### src/spq_pkg.sv
package spq_pkg;

  localparam int DEPTH = 8;
  localparam int CNT_W = $clog2(DEPTH + 1);
  localparam int VAL_W = 32;

  typedef enum logic [1:0] {
    ST_OK        = 2'd0,
    ST_OVERFLOW  = 2'd1,
    ST_EMPTY     = 2'd2,
    ST_NOT_FOUND = 2'd3
  } status_t;

  typedef enum logic {
    REQ_INSERT = 1'b0,
    REQ_DELETE = 1'b1
  } req_t;

  typedef struct packed {
    logic                    req_type;
    logic signed [VAL_W-1:0] value;
  } spq_in_t;

  typedef struct packed {
    logic [1:0]              status;
    logic [3:0]              fill_level;
    logic signed [VAL_W-1:0] top_value;
  } spq_out_t;

  // command broadcast to every cell
  typedef struct packed {
    logic                    ins;
    logic                    del;
    logic signed [VAL_W-1:0] value;
  } spq_cmd_t;

endpackage

### src/spq_cell.sv
module spq_cell (
  input  logic                            clk,
  input  spq_pkg::spq_cmd_t               cmd,
  input  logic                            occ,
  input  logic                            ge_prev,
  input  logic signed [spq_pkg::VAL_W-1:0] left_val,
  input  logic signed [spq_pkg::VAL_W-1:0] right_val,
  output logic                            ge,
  output logic                            eq,
  output logic signed [spq_pkg::VAL_W-1:0] val,
  output logic signed [spq_pkg::VAL_W-1:0] val_next
);

  logic signed [spq_pkg::VAL_W-1:0] val_r;
  logic signed [spq_pkg::VAL_W-1:0] val_nxt;

  // thermometer over the descending row: empty slots count as ge
  assign ge = !occ || (cmd.value >= val_r);
  assign eq = occ && (cmd.value == val_r);

  always_comb begin
    val_nxt = val_r;
    if (cmd.ins && ge) begin
      val_nxt = ge_prev ? left_val : cmd.value;
    end else if (cmd.del && ge) begin
      val_nxt = right_val;
    end
  end

  always_ff @(posedge clk) begin
    val_r <= val_nxt;
  end

  assign val      = val_r;
  assign val_next = val_nxt;

endmodule

### src/sorted_array_priority_queue_core.sv
// the result strobe is registered and rises in the cycle after the request is taken
// throughput: one request per cycle, every cell compares and shifts in parallel
// busy is never raised; the receiver cannot stall, so results never back up
// reset (rst_n low, synchronous) empties the queue and clears the strobe
// entry contents are not cleared; slots past the fill count are never shown
module sorted_array_priority_queue_core (
  input  logic              clk,
  input  logic              rst_n,
  input  logic              start,
  output logic              busy,
  input  spq_pkg::spq_in_t  in_item,
  output logic              out_valid,
  output spq_pkg::spq_out_t out_item
);

  localparam int D = spq_pkg::DEPTH;
  localparam int CW = spq_pkg::CNT_W;

  logic [CW-1:0]                   count_r, count_nxt;
  logic                            out_valid_r;
  spq_pkg::spq_out_t               out_item_r, out_item_nxt;
  logic                            accept;
  logic                            full, found;
  logic [D-1:0]                    occ, ge, eq;
  logic signed [spq_pkg::VAL_W-1:0] val [D];
  logic signed [spq_pkg::VAL_W-1:0] val_next [D];
  spq_pkg::spq_cmd_t               cmd;
  spq_pkg::status_t                status;

  assign busy   = 1'b0;
  assign accept = start && !busy;
  assign full   = (count_r == CW'(D));
  assign found  = |eq;

  always_comb begin
    for (int k = 0; k < D; k++) begin
      occ[k] = (CW'(k) < count_r);
    end
  end

  always_comb begin
    cmd.value = in_item.value;
    cmd.ins   = 1'b0;
    cmd.del   = 1'b0;
    count_nxt = count_r;
    if (in_item.req_type == spq_pkg::REQ_INSERT) begin
      if (full) begin
        status = spq_pkg::ST_OVERFLOW;
      end else begin
        status    = spq_pkg::ST_OK;
        cmd.ins   = accept;
        count_nxt = count_r + CW'(1);
      end
    end else begin
      if (count_r == '0) begin
        status = spq_pkg::ST_EMPTY;
      end else if (!found) begin
        status = spq_pkg::ST_NOT_FOUND;
      end else begin
        status    = spq_pkg::ST_OK;
        cmd.del   = accept;
        count_nxt = count_r - CW'(1);
      end
    end
  end

  for (genvar k = 0; k < D; k++) begin : g_cell
    logic                            ge_prev;
    logic signed [spq_pkg::VAL_W-1:0] left_val, right_val;

    if (k == 0) begin : g_head
      assign ge_prev  = 1'b0;
      assign left_val = cmd.value;
    end else begin : g_body
      assign ge_prev  = ge[k-1];
      assign left_val = val[k-1];
    end

    if (k == D - 1) begin : g_tail
      assign right_val = val[k];
    end else begin : g_mid
      assign right_val = val[k+1];
    end

    spq_cell u_cell (
      .clk       (clk),
      .cmd       (cmd),
      .occ       (occ[k]),
      .ge_prev   (ge_prev),
      .left_val  (left_val),
      .right_val (right_val),
      .ge        (ge[k]),
      .eq        (eq[k]),
      .val       (val[k]),
      .val_next  (val_next[k])
    );
  end

  always_comb begin
    out_item_nxt.status     = status;
    out_item_nxt.fill_level = 4'(count_nxt);
    out_item_nxt.top_value  = (count_nxt != '0) ? val_next[0] : '0;
  end

  always_ff @(posedge clk) begin
    if (!rst_n) begin
      count_r     <= '0;
      out_valid_r <= 1'b0;
    end else begin
      out_valid_r <= accept;
      if (accept) begin
        count_r <= count_nxt;
      end
    end
    if (accept) begin
      out_item_r <= out_item_nxt;
    end
  end

  assign out_valid = out_valid_r;
  assign out_item  = out_item_r;

endmodule

### config.mk
export PLATFORM = sky130hd
export DESIGN_NAME = sorted_array_priority_queue_core
export DESIGN_NICKNAME = d
export VERILOG_FILES = /design/src/spq_pkg.sv /design/src/spq_cell.sv /design/src/sorted_array_priority_queue_core.sv
export SDC_FILE = /design/constraint.sdc
export NUM_CORES = 1
export LEC_CHECK = 0
export BUFFER_PORTS_ARGS = -buffer_cell sky130_fd_sc_hd__buf_2
export CORE_MARGIN = 5
export CORE_UTILIZATION = 40
export CTS_BUF_LIST = sky130_fd_sc_hd__clkbuf_2
export CTS_CLUSTER_SIZE = 12
export DETAILED_ROUTE_END_ITERATION = 8
export GPL_TIMING_DRIVEN = 0
export HOLD_SLACK_MARGIN = 0.15
export PLACE_DENSITY = 0.57
export SETUP_SLACK_MARGIN = 0.3
export SLEW_MARGIN = 10
export SYNTH_ARGS = -nofsm -noshare
export SYNTH_HDL_FRONTEND = slang
export SYNTH_HIERARCHICAL = 1
export SYNTH_SLANG_ARGS = --single-unit
### constraint.sdc
create_clock -name clk -period 3.9 [get_ports clk]
set_input_delay 0.195 -clock clk [delete_from_list [all_inputs] [get_ports clk]]
set_output_delay 0.195 -clock clk [all_outputs]
set_load 0.01 [all_outputs]
Word level (Yosys, flattened, before mapping)
Cells that the tools add are included.
{ "word_totals": {"regBits": 299} }
{ "classes": {"addsub": 2, "reduce_logical": 48, "muxes": 34, "order_cmp": 16, "n_eq_ne": 9} }
{ "ops": {"columns": ["cell", "n"], "rows": [
  ["$mux W32", 21],
  ["$eq A32 B32 Y1", 8],
  ["$ge A32 B32 Y1", 8],
  ["$logic_and A1 B1 Y1", 23],
  ["$lt A3 B4 Y1 const A", 4],
  ["$mux W4", 4],
  ["$reduce_bool A2 Y1", 6],
  ["$logic_not A1 Y1", 8],
  ["$logic_or A1 B1 Y1", 8],
  ["$lt A1 B4 Y1 const A", 2],
  ["$lt A2 B4 Y1 const A", 2],
  ["$reduce_or A8 Y1", 1],
  ["$mux W1", 6],
  ["$mux W2", 3],
  ["$add A4 B1 Y4 const B", 1],
  ["$eq A4 B4 Y1 const B", 1],
  ["$logic_not A4 Y1", 1],
  ["$reduce_bool A4 Y1", 1],
  ["$sub A4 B1 Y4 const B", 1]
]} }

Logic depth before layout (Yosys ltp)
{ "logic_depth": {"word_depth": 9, "mapped_depth": 17, "depth_no_buf": 14} }

Modules after synthesis
Netlist, hierarchy kept.
{ "by_module_without_submodules": {"columns": ["module", "cells_per_inst", "area_each_um2", "seq_area_each_um2", "instances"], "rows": [
  ["spq_cell", 304, 2536.2, 640.6, 8],
  ["sorted_array_priority_queue_core", 149, 2038.2, 1241.2, 1]
]} }

Worst setup path before layout
No wires, ideal clock.
{ "synth_path": {"path_type": "flip-flop to flip-flop", "start": "register g_cell[1].u_cell.val_r (netlist bit g_cell[1].u_cell/val[13])", "end": "register g_cell[2].u_cell.val_r (netlist bit g_cell[2].u_cell/val[21])", "required_time_ns": 3.783, "setup_time_ns": 0.117, "t_arrival_ns": 3.286, "stages_incl_launch_ff": 17, "synth_period_minus_slack_ns": 3.403, "path_slack_ns": 0.497, "cell_sequence": "dfxtp_1 -> inv_1 -> ha_1 -> a21o_1 -> a21o_1 -> a221o_1 -> o21ai_0 -> a211oi_2 -> or2_1 -> buf_6 -> buf_6 -> inv_2 -> clkbuf_1 -> buf_1 -> mux2i_1 -> a21oi_1 -> o22a_1"} }
{ "synth_rtl": {"columns": ["item", "line_no", "text"], "rows": [
  ["start: declaration", "spq_cell.sv:14", "logic signed [spq_pkg::VAL_W-1:0] val_r;"],
  ["start signal: assignment", "spq_cell.sv:31", "val_r <= val_nxt;"],
  ["end signal: assignment", "spq_cell.sv:31", null],
  ["end: declaration", "spq_cell.sv:14", null]
]} }

Worst setup path after layout
{ "layout_path": {"start": "register g_cell[7].u_cell.val_r (netlist bit g_cell[7].u_cell/val[25])", "end": "register out_item_r (netlist bit out_item[4]), data pin"} }
{ "layout_via": {"elab_chain_len": 9, "elab_cells_between_ends": 13} }
{ "layout_lines": {"columns": ["item", "line_no", "text"], "rows": [
  ["start: declaration", "spq_cell.sv:14", null],
  ["start signal: assignment", "spq_cell.sv:31", null],
  ["$eq A32 B32 Y1 *", "spq_cell.sv:19", "assign eq = occ && (cmd.value == val_r);"],
  ["$logic_and A1 B1 Y1 *", "spq_cell.sv:19", null],
  ["net eq[7]", "sorted_array_priority_queue_core.sv:24", "logic [D-1:0] occ, ge, eq;"],
  ["$reduce_or A8 Y1 *", "sorted_array_priority_queue_core.sv:33", "assign found = |eq;"],
  ["$mux W1", "sorted_array_priority_queue_core.sv:57", "end else if (!found) begin"],
  ["$mux W1", "sorted_array_priority_queue_core.sv:55", "if (count_r == '0) begin"],
  ["$mux W1", "sorted_array_priority_queue_core.sv:46", "if (in_item.req_type == spq_pkg::REQ_INSERT) begin"],
  ["$logic_and A1 B1 Y1", "spq_cell.sv:25", "end else if (cmd.del && ge) begin"],
  ["$mux W32", "spq_cell.sv:25", null],
  ["$mux W32", "spq_cell.sv:23", "if (cmd.ins && ge) begin"],
  ["end signal: assignment", "sorted_array_priority_queue_core.sv:116", "out_item_r <= out_item_nxt;"],
  ["end: declaration", "sorted_array_priority_queue_core.sv:21", "spq_pkg::spq_out_t out_item_r, out_item_nxt;"]
]} }
The timed path passes the listed nets; every way through them passes the cells marked *.
A chain may end at the register's enable or synchronous reset.

==> impl_metrics.tcl <==
set metrics [dict create \
    initial_core_util 0.404 \
    worst-path-max-fanout 10 \
    antenna_found_initial 2 \
    timing.final.setup_violations 0 \
    via_density 5.55 \
    outcome "finished clean" \
    report.final.slew_viol_count 0 \
    grt_setup_unrepaired "true" \
    setup.worst_path.end_class "flop" \
    p_leak_nw 14.2 \
    layout_worst_path_cycle_share 0.953 \
    clock-root-buffer "sky130_fd_sc_hd__clkbuf_2" \
    fp.dieArea_sq_mm 0.0606 \
    gr-total-overflow 0 \
    slew_headroom 0.404 \
    area_growth_pct 27.3 \
    crit_end "out_item[4]" \
    power_per_cell_area_mw_per_mm2 663 \
    finish.cell_count_without_fillers 3737 \
    grt_pass1_vias 20500 \
    fillers 5136 \
    worst_setup_path_start_kind "flop" \
    drive_gt1_frac 0.267 \
    routed-via-count 20700 \
    vdd.ir_drop.worst_uv 207 \
    crit_type "flop to flop" \
    arrival_ps 4460 \
    timing.setup.tns_ps 0 \
    dp_hpwl_microns 52800 \
    num_io_pins 76 \
    worstHoldPathType "input pin to flop" \
    synthCells 2580 \
    ctsLongestPathBuffers 3 \
    power_w 0.0188 \
    synthesis.area_sq_mm 0.0223 \
    reg2reg_to "out_item[4]" \
    routed_antenna_nets 0 \
    fmax_mhz 269 \
    grt_start_max_net_pins 40 \
    number_of_cells_after_detailed_placement 3402 \
    finalClockSkew_ps 98.1 \
    tritoncts.num_buffers 89 \
    floorplan.die.width_microns 246 \
    timing.rr.start "g_cell[7].u_cell/val[25]" \
    setup_slack_ps 184 \
    timing.max_cap.violations 0 \
    final_period_minus_worst_setup_slack_ps 3720 \
    cts_tree "yes" \
    yosysWarningCount 6 \
    place_congestion 0.857 \
    placement.setup.worst_slack_ps -830 \
    io_buffers 73 \
    post-route-drc-count 0 \
    clk_latency_ps 1090 \
    number_of_cells_on_the_worst_reg_to_reg_path 13 \
    clock_tree.htree_level_count 3 \
    post_drt_wl_per_cell_microns 19.6 \
    design.final.nets 3215 \
    cts_sink_cnt 299 \
    path_clk_slew_ps 90 \
    holdWs_ps 368 \
    standard_cell_row_count 86 \
    grt_pass1_wl_microns 107000 \
    dr.pass1.iters 5 \
    reg2reg_setup_slack_ps 180 \
    setup.worst_path.start "g_cell[7].u_cell/val[25]" \
    post_synth.cell_area_avg_sq_um 8.65 \
    totalWireLength_microns 73200 \
    crit_required_ps 4640 \
    hold_vio_cnt_final 0 \
    drt_iter0_markers 1458 \
    grtUsageTotal 0.219 \
    die_height_microns 246 \
    core_area_sq_mm 0.0552 \
    worstMarginPinSlew_ps 895 \
]
==> stage by stage <==
| stage | util | area (sq um) |
|---|---|---|
| finish | 0.515 | 28400 |
| CTS | 0.462 | 25500 |
| global route | 0.515 | 28400 |
| global placement | 0.428 | 23600 |
| detailed placement | 0.428 | 23600 |
| floorplan | - | 22300 |
==> critical path, cell delays in order (launching register included) <==
cell	delay [ps]
sky130_fd_sc_hd__dfxtp_2	350
sky130_fd_sc_hd__inv_1	70
sky130_fd_sc_hd__ha_4	260
sky130_fd_sc_hd__nand4_1	260
sky130_fd_sc_hd__nor4_4	470
sky130_fd_sc_hd__nand4_1	280
sky130_fd_sc_hd__nor2_4	220
sky130_fd_sc_hd__nor4_4	110
sky130_fd_sc_hd__a2111oi_4	400
sky130_fd_sc_hd__xor2_2	150
sky130_fd_sc_hd__a2111oi_4	370
sky130_fd_sc_hd__buf_6	220
sky130_fd_sc_hd__buf_6	150
sky130_fd_sc_hd__a21boi_1	70
==> layout by cell type, fill, tap and decap left out, types with 38 or more instances in the layout <==
master	instances
sky130_fd_sc_hd__ha_1	218
sky130_fd_sc_hd__mux2i_1	200
sky130_fd_sc_hd__clkbuf_2	145
sky130_fd_sc_hd__inv_1	263
sky130_fd_sc_hd__ha_4	41
sky130_fd_sc_hd__nand2_1	70
sky130_fd_sc_hd__buf_4	116
sky130_fd_sc_hd__nand4_1	48
sky130_fd_sc_hd__dfxtp_2	89
sky130_fd_sc_hd__o22a_1	248
sky130_fd_sc_hd__edfxtp_1	38
sky130_fd_sc_hd__nor2_1	272
sky130_fd_sc_hd__dfxtp_1	153
sky130_fd_sc_hd__dlygate4sd3_1	38
sky130_fd_sc_hd__a21oi_1	316
sky130_fd_sc_hd__buf_2	86
==> cell type report <==
class / count / area [sq um] / share of cell area
sequential: 299 / 6550 / 0.230
inverter: 286 / 1110 / 0.0389
timing repair buffer: 247 / 2230 / 0.0785
antenna: 1 / 2.50 / 0.0000880
buffer: 155 / 1480 / 0.0519
clock buffer: 127 / 636 / 0.0224
tap: 748 / 936 / 0.0329
clock inverter: 32 / 205 / 0.00722
multi-input combinational: 1842 / 15300 / 0.538
==> power by group <==
group	internal (W)	total [W]	switching [W]
Clock	0.00108	0.00259	0.00152
Combinational	0.00525	0.0101	0.00483
Sequential	0.00469	0.00617	0.00148
==> timing repair <==
action | 4_1_cts | 5_1_grt
cloned | 1 | 25
pin swaps | 41 | 186
hold endpoints to repair | 337 | 0
endpoints found under the setup margin | 288 | 257
hold buffers | 38 | 0
setup buffers | 26 | 85
resized for setup | 162 | 443
==> state kept, by name, indices dropped and copies added, names as in the netlist <==
register,flops
count_r,4
g_cell.u_cell/val,256
out_item,38
out_valid,1
==> layer usage <==
metal  wire length, microns  global-route usage
met1                  33500               0.286
met2                  33800               0.367
met3                   3840              0.0319
met4                   2080              0.0835
met5                      0                   0
==> worst min-delay path by stage <==
stage	start	endpoint	slack, ps	cells after the start
2_1_floorplan	start	out_item[0]	310	0
3_3_place_gp	rst_n	count_r[0]	480	2
3_5_place_dp	rst_n	out_valid	480	2
4_1_cts	in_item[0]	g_cell[3].u_cell/val[0]	230	7
5_1_grt	in_item[0]	g_cell[2].u_cell/val[0]	360	7
6_report	in_item[4]	g_cell[5].u_cell/val[4]	370	5
Note: power is estimated with default switching activity, not from simulation.
